File: config.mk
export PLATFORM = sky130hd
export DESIGN_NAME = tpsg_cfg_regs
export DESIGN_NICKNAME = d
export VERILOG_FILES = /design/src/three_phase_sine_generator_assert.svh /design/src/tpsg_pkg.sv /design/src/tpsg_cfg_regs.sv
export SDC_FILE = /design/constraint.sdc
export NUM_CORES = 1
export LEC_CHECK = 0
export ABC_AREA = 1
export BUFFER_PORTS_ARGS = -buffer_cell sky130_fd_sc_hd__buf_2
export CAP_MARGIN = 10
export CORE_UTILIZATION = 44
export CTS_CLUSTER_DIAMETER = 120
export DETAILED_ROUTE_END_ITERATION = 10
export PLACE_DENSITY_LB_ADDON = 0.3
export SETUP_SLACK_MARGIN = 0.4
export SYNTH_ARGS = -nofsm -noshare
export SYNTH_HDL_FRONTEND = slang
export SYNTH_SLANG_ARGS = --single-unit
export TNS_END_PERCENT = 1
File: constraint.sdc
create_clock -name clk -period 0.95 [get_ports clk]
set_clock_uncertainty 0.05 [all_clocks]
set_input_delay 0.19 -clock clk [delete_from_list [all_inputs] [get_ports clk]]
set_output_delay 0.19 -clock clk [all_outputs]
set_load 0.02 [all_outputs]
File: src/three_phase_sine_generator_assert.svh
// ----------------------------------------------------------------------------
// Assertion macros for the three-phase sine generator
// Implication checks on the rising clock edge, muted while reset is active.
// ----------------------------------------------------------------------------
`ifndef THREE_PHASE_SINE_GENERATOR_ASSERT_SVH
`define THREE_PHASE_SINE_GENERATOR_ASSERT_SVH

// The consequent must hold in the same cycle as the antecedent.
`define TPSG_ASSERT_SAME(label, clk, rst_n, ante, cons, msg) \
	label: assert property (@(posedge clk) disable iff (!(rst_n)) \
		(ante) |-> (cons)) else $error(msg);

// The consequent must hold in the cycle after the antecedent.
`define TPSG_ASSERT_NEXT(label, clk, rst_n, ante, cons, msg) \
	label: assert property (@(posedge clk) disable iff (!(rst_n)) \
		(ante) |=> (cons)) else $error(msg);

`endif

File: src/tpsg_pkg.sv
`timescale 1ns / 1ps
// ----------------------------------------------------------------------------
// tpsg_pkg
// Sizes, register map, item types and the cosine table builder shared by the
// three-phase sine generator.
// ----------------------------------------------------------------------------
package tpsg_pkg;

	// Sizes of the datapath.
	localparam int QUARTER_DEPTH = 1024;
	localparam int ANGLE_DEPTH   = 4096;
	localparam int ACC_BITS      = 32;
	localparam int SAMPLE_BITS   = 16;
	localparam int ANGLE_OUT_BITS = 16;
	localparam int NUM_PHASES    = 3;

	localparam int QUARTER_BITS = $clog2(QUARTER_DEPTH);
	localparam int PHASE_BITS   = QUARTER_BITS + 2;
	localparam int ANGLE_BITS   = $clog2(ANGLE_DEPTH);
	localparam int OFFSET_BITS  = 12;
	localparam int MOD_BITS     = 16;
	localparam int PROD_BITS    = 2 * SAMPLE_BITS;

	// Angle slope: pi in Q48, and the shift that brings the product to Q3.13.
	localparam int PI_BITS = 51;
	localparam logic signed [PI_BITS-1:0] PI_Q48 = 51'sh3243F6A8885A3;
	localparam int ANGLE_SHIFT = 35 + ANGLE_BITS;
	localparam int APROD_BITS  = PI_BITS + ANGLE_BITS + 1;

	// Register map.
	localparam int CFG_ADDR_BITS = 4;
	localparam int CFG_DATA_BITS = 32;
	localparam logic [1:0] REG_OFFSET_A = 2'd0;
	localparam logic [1:0] REG_OFFSET_B = 2'd1;
	localparam logic [1:0] REG_OFFSET_C = 2'd2;

	localparam logic [OFFSET_BITS-1:0] OFFSET_A_RESET = 12'd0;
	localparam logic [OFFSET_BITS-1:0] OFFSET_B_RESET = 12'd2731;
	localparam logic [OFFSET_BITS-1:0] OFFSET_C_RESET = 12'd1365;

	// Phase offsets handed from the register block to the datapath.
	typedef struct packed {
		logic [OFFSET_BITS-1:0] offset_phase_a;
		logic [OFFSET_BITS-1:0] offset_phase_b;
		logic [OFFSET_BITS-1:0] offset_phase_c;
	} cfg_t;

	// One result item.
	typedef struct packed {
		logic signed [ANGLE_OUT_BITS-1:0] angle;
		logic signed [SAMPLE_BITS-1:0]    sample_a;
		logic signed [SAMPLE_BITS-1:0]    sample_b;
		logic signed [SAMPLE_BITS-1:0]    sample_c;
	} out_item_t;

	// Quarter-wave cosine table; entries never exceed the positive maximum.
	typedef logic [SAMPLE_BITS-2:0] cos_table_t [QUARTER_DEPTH];

	localparam logic [63:0] PI_Q62 = 64'hC90FDAA22168C234;

	// Upper bits of a Q62 by Q62 product.
	function automatic logic [63:0] mul_q62(input logic [63:0] a, input logic [63:0] b);
		logic [127:0] p;
		p = {64'd0, a} * {64'd0, b};
		return p[125:62];
	endfunction

	// Restoring long division of unsigned 64-bit values, one quotient bit per step.
	function automatic logic [63:0] div_u64(input logic [63:0] n, input logic [63:0] d);
		logic [63:0] q;
		logic [64:0] rem;
		q   = '0;
		rem = '0;
		for (int b = 63; b >= 0; b--) begin
			rem = {rem[63:0], n[b]};
			if (rem >= {1'b0, d}) begin
				rem  = rem - {1'b0, d};
				q[b] = 1'b1;
			end
		end
		return q;
	endfunction

	// Taylor series of the cosine in Q62, scaled down to the sample format.
	function automatic cos_table_t build_cos_table();
		cos_table_t tbl;
		logic [63:0] half;
		logic [63:0] x;
		logic [63:0] x2;
		logic [63:0] term;
		logic [63:0] sum;
		logic [63:0] v;
		logic [63:0] maxv;
		half = PI_Q62 >> 1;
		maxv = (64'd1 << (SAMPLE_BITS - 1)) - 64'd1;
		for (int i = 0; i < QUARTER_DEPTH; i++) begin
			x = (half / QUARTER_DEPTH) * 64'(i) + ((half % QUARTER_DEPTH) * 64'(i)) / QUARTER_DEPTH;
			x2 = mul_q62(x, x);
			term = 64'd1 << 62;
			sum = term;
			for (int k = 1; k < 40 && term != 64'd0; k++) begin
				term = div_u64(mul_q62(term, x2), 64'(2 * k - 1) * 64'(2 * k));
				if (k % 2 == 1) begin
					sum = sum - term;
				end else begin
					sum = sum + term;
				end
			end
			v = sum >> (62 - (SAMPLE_BITS - 1));
			tbl[i] = (v > maxv) ? maxv[SAMPLE_BITS-2:0] : v[SAMPLE_BITS-2:0];
		end
		return tbl;
	endfunction

endpackage

File: src/tpsg_cfg_regs.sv
`timescale 1ns / 1ps
// ----------------------------------------------------------------------------
// tpsg_cfg_regs
// APB register block holding the three phase offsets.
// ----------------------------------------------------------------------------
module tpsg_cfg_regs import tpsg_pkg::*; (
	input  logic                     clk,
	input  logic                     arst_n,
	input  logic                     psel,
	input  logic                     penable,
	input  logic                     pwrite,
	input  logic [CFG_ADDR_BITS-1:0] paddr,
	input  logic [CFG_DATA_BITS-1:0] pwdata,
	output logic [CFG_DATA_BITS-1:0] prdata,
	output logic                     pready,
	output cfg_t                     cfg
);

	cfg_t       cfg_q;
	logic       wr_en;
	logic [1:0] reg_idx;

	assign pready  = 1'b1;
	assign reg_idx = paddr[CFG_ADDR_BITS-1:2];
	assign wr_en   = psel && penable && pwrite && pready;
	assign cfg     = cfg_q;

	// Register writes; the unused fourth slot ignores writes.
	always_ff @(posedge clk or negedge arst_n) begin
		if (!arst_n) begin
			cfg_q.offset_phase_a <= OFFSET_A_RESET;
			cfg_q.offset_phase_b <= OFFSET_B_RESET;
			cfg_q.offset_phase_c <= OFFSET_C_RESET;
		end else if (wr_en) begin
			case (reg_idx)
				REG_OFFSET_A: cfg_q.offset_phase_a <= pwdata[OFFSET_BITS-1:0];
				REG_OFFSET_B: cfg_q.offset_phase_b <= pwdata[OFFSET_BITS-1:0];
				REG_OFFSET_C: cfg_q.offset_phase_c <= pwdata[OFFSET_BITS-1:0];
				default: ;
			endcase
		end
	end

	// Read mux.
	always_comb begin
		prdata = '0;
		case (reg_idx)
			REG_OFFSET_A: prdata = CFG_DATA_BITS'(cfg_q.offset_phase_a);
			REG_OFFSET_B: prdata = CFG_DATA_BITS'(cfg_q.offset_phase_b);
			REG_OFFSET_C: prdata = CFG_DATA_BITS'(cfg_q.offset_phase_c);
			default:      prdata = '0;
		endcase
	end

endmodule

Yosys cells after proc, flatten, opt, wreduce, memory -nomap -nowiden:

Cells that the tools add are included.
W data, S select, Z words.

* flip-flop bits (word level): 36
* bits of input ports: 41
* output and inout port bits: 69
* logic and storage cells: 12

* equality and inequality tests: 2
* multiplexer cells: 1
* reductions and logical operators: 6

Operators by type and width (number)
* $pmux W12 S3: 1
* $reduce_and A2 Y1: 3
* $eq A2 B1 Y1 const B: 1
* $eq A2 B2 Y1 const B: 1
* $logic_and A1 B1 Y1: 2
* $logic_not A2 Y1: 1

Depth between registers and ports, before layout:

* depth in word-level cells: 3
* gate-level depth with buffers: 7
* gate-level depth less buffers: 6

Worst setup path after synthesis:

Ideal clock, no wire load.

* path type: register -> output
* from: register cfg_q, in the netlist cfg[12]
* to: output port prdata[0]
* arrival: 0.829 ns
* data required time: 0.710 ns
* slack: -0.119 ns
* cell stages (with the launch flop): 3
* path buffers: 0
* cells stage by stage: dfstp_2 -> nand2_1 -> nand3_1

* cells in the longest elaborated chain, start to end: 1

RTL lines
* start: declaration: RTL line tpsg_cfg_regs.sv:19 `cfg_t cfg_q;`
* $pmux W12 S3: RTL line tpsg_cfg_regs.sv:47 `case (reg_idx)`
* end: declaration: RTL line tpsg_cfg_regs.sv:14 `output logic [CFG_DATA_BITS-1:0] prdata,`

No other way between the ends.

Worst setup path after layout:

* from: register cfg_q, in the netlist cfg[8]
* to: output port prdata[8]

The elaborated chain is that of the path after synthesis.

==> flow_summary_export.csv <==
group,metric,value,unit
setup_path,end_kind,"output pin",
layout,n_fill_cell,306,
outcome,outcome,"complete, but fails checks",
layout,largest_register_ffs,36,
sta,finalSetupTns,-12.58,ns
placed_design,dpl_cell_area,2490,sq um
setup_path,cpPeakStageDelay,0.57,ns
layout,multi_input_area,962,sq um
routing,wl_per_cell,14.3,um
cts,clockBufferDepth,2,
grt,use_met2,46.7,%
cts,cts_num_sinks,36,
layout,diodes,0,
routing,avgViaCountPerCell,4.82,
yosys,synth_area_per_cell,7.92,sq um
setup_path,reg2reg_depth,3,
layout,num-nets-final,381,
layout,drive_gt1_share,49.6,%
grt,grt_pass1_wl,8.29,mm
routing,num_vias,1884,
floorplanning,die_h,68.0,um
sta,final_hold_viol_count,23,
pwr,internal_power,3.67,mW
floorplanning,start_util,46.9,%
floorplanning,core,4090,sq um
cts,cts.clk_slew.worst_paths,0.07,ns
placed_design,hpwl,3.54,mm
pwr,power_frac_seq,38.1,%
floorplanning,die_w,68.0,um
pwr,vdd_drop_max,1.15,mV
setup_path,cp_data_required_time,0.71,ns
routing,drtIter0Drc,64,
grt,grt.busiest_layer,"met2",
grt,grt-ovfl-total,0,
floorplanning,placement_rows,23,
sta,drv_slew,0,
placed_design,routabilityCongestion,0.792,
cts,cts_root_buffer,"clkbuf_8",
pwr,switching_power,2.14,mW
setup_path,worstSetupPathType,"flip-flop to output pin",
yosys,yosysUniqueCellTypes,14,
sta,finalSetupViolations,48,
setup_path,r2r_end,"cfg[10]",
pwr,clock_power_share,18.7,%
yosys,yosys.area.top_type,"dfrtp_1",
setup_path,cp-endpoint,"prdata[8]",
routing,postRouteAntennaNets,0,
worst_hold_path,hold_path.class,"primary input to asynchronous set/reset pin",
sta,period_needed,1.35,ns
floorplanning,dieArea,4620,sq um
pwr,p_sw_share,36.8,%
floorplanning,pin_count,110,
cts,clk_latency,0.29,ns
run,cap_violations,0,
cts,htree_levels,2,
pwr,p_comb_share,43.1,%
cts,numCtsBuffers,5,
setup_path,reg2reg_slack,0.06,ns
grt,grt_max_degree,37,
grt,antenna_found_initial,0,
yosys,synth_area_leaders,"dfrtp_1 30%, nand2_1 27%, dfstp_2 18%",
layout,final_util,74.7,%
yosys,yosysWarnings,0,
sta,max_freq,0.740,GHz
setup_path,arrival,1.11,ns
routing,drc,0,
sta,timing.hold.ws,-0.216,ns
sta,fin_crit_sh,142,%
routing,dr.pass1.iters,4,
layout,fin_area,3050,sq um
grt,grtUsageTotal,25.5,%
setup_path,crit_fanout,3,
setup_path,critPathLaunchType,"flip-flop",
sta,rsz0062_at_grt,"true",
setup_path,cp-startpoint,"cfg[8]",
cts,cts_tree,"built",
grt,grt_pass1_vias,1813,
sta,fin_ws,-0.401,ns
setup_path,path_cells,"nand2_2 -> nand3_2 -> buf_6",
placed_design,portBuffers,66,
grt,grt_use_met1,27.5,%
grt,met3_usage,5.00,%
yosys,synth_area,1920,sq um
yosys,ys_ff_latch,36,
yosys,ys_seq_area_share,47.9,%
layout,regArea,917,sq um
setup_path,crit_slowest_cell,"dfstp_2",
setup_path,timing.rr.start,"cfg[10]",
layout,area_growth,59.4,%
yosys,synth_top_area_share,30.0,%
pwr,p_leak,1.68,nW
outcome,violations,"hold timing, setup timing",
routing,wl,5.60,mm
pwr,power.density,1900,nW/um^2
yosys,netlist_instances,242,
==> cell type report <==
| class | count | area share (%) |
|---|---|---|
| clock inverter | 3 | 0.615 |
| sequential | 36 | 30.0 |
| multi-input combinational | 190 | 31.5 |
| timing repair buffer | 102 | 32.4 |
| inverter | 5 | 1.11 |
| clock buffer | 5 | 2.25 |
| tap | 50 | 2.05 |
==> cells by family (layout without fill, tap and decap cells) <==
| group | count (synthesis) | count (layout) | synth area share, % |
|---|---|---|---|
| buf+inv | 35 | 115 | 13.9 |
| simple gates | 169 | 169 | 37.8 |
| other cells | 2 | 21 | 0.392 |
| flops | 36 | 36 | 47.9 |
==> worst min path at each step <==
stage | end | slack, ns | cells after the start
after floorplan | cfg[11] | -0.16 | 0
after global placement | cfg[18] | 0.11 | 2
after detailed placement | cfg[18] | 0.11 | 2
after CTS | cfg[18] | -0.20 | 2
after global routing | cfg[18] | -0.20 | 2
final | cfg[18] | -0.22 | 2
==> worst max-delay path, delay by kind of cell (launching register included) <==
kind,cells,cell delay (ns)
AND/OR/NAND/NOR,2,0.13
buffers and inverters,1,0.11
flip-flops,1,0.57
==> timing repair <==
action / 4_1_cts / 5_1_grt
pin swaps: 38 / 30
resized for setup: 99 / 36
buffers inserted: 0 / 3
hold endpoints to repair: 23 / 23
setup endpoints to repair: 84 / 84
==> power by group through the flow <==
stage                     Sequential [mW]  Clock, mW  Combinational, mW
final                                2.21       1.09               2.50
after global routing                 2.25       1.17               2.68
after CTS                            2.19       1.09               2.32
after detailed placement             2.18          0               1.87
after global placement               2.17          0               1.83
after floorplan                      2.58          0              0.694
==> per-stage QoR <==
step	cells	worst slack, ns	total power [mW]
floorplan	261	-0.0649	3.28
global placement	380	-0.234	4.01
detailed placement	380	-0.257	4.05
CTS	388	-0.393	5.60
global route	391	-0.438	6.11
finish	391	-0.401	5.80
==> cell usage in the layout, fill, tap and decap left out, types with 2 or more instances in the layout <==
master / instances
buf_12: 5
buf_2: 21
buf_4: 19
buf_6: 57
clkbuf_8: 5
clkinv_2: 2
conb_1: 21
dfrtp_1: 23
dfstp_2: 13
inv_2: 2
nand2_1: 128
nand2_2: 17
nand2_4: 3
nand2_8: 3
nand3_2: 12
nor2_4: 4
==> cell usage after synthesis <==
master	number
nand3_2	1
buf_6	6
nand2_4	3
nor2_2	4
inv_2	4
nand2_2	8
nand3_1	12
dfstp_2	13
dfrtp_1	23
nand2_1	140
inv_1	1
buf_4	24
conb_1	2
nor2_8	1
==> metal layers <==
layer  up-vias  share of wire (%)
li1        890                  -
met1       890                 37
met2        89                 54
met3        15                6.1
met4         0                3.1
met5         -                  0
Note: power is estimated with default switching activity, not from simulation.
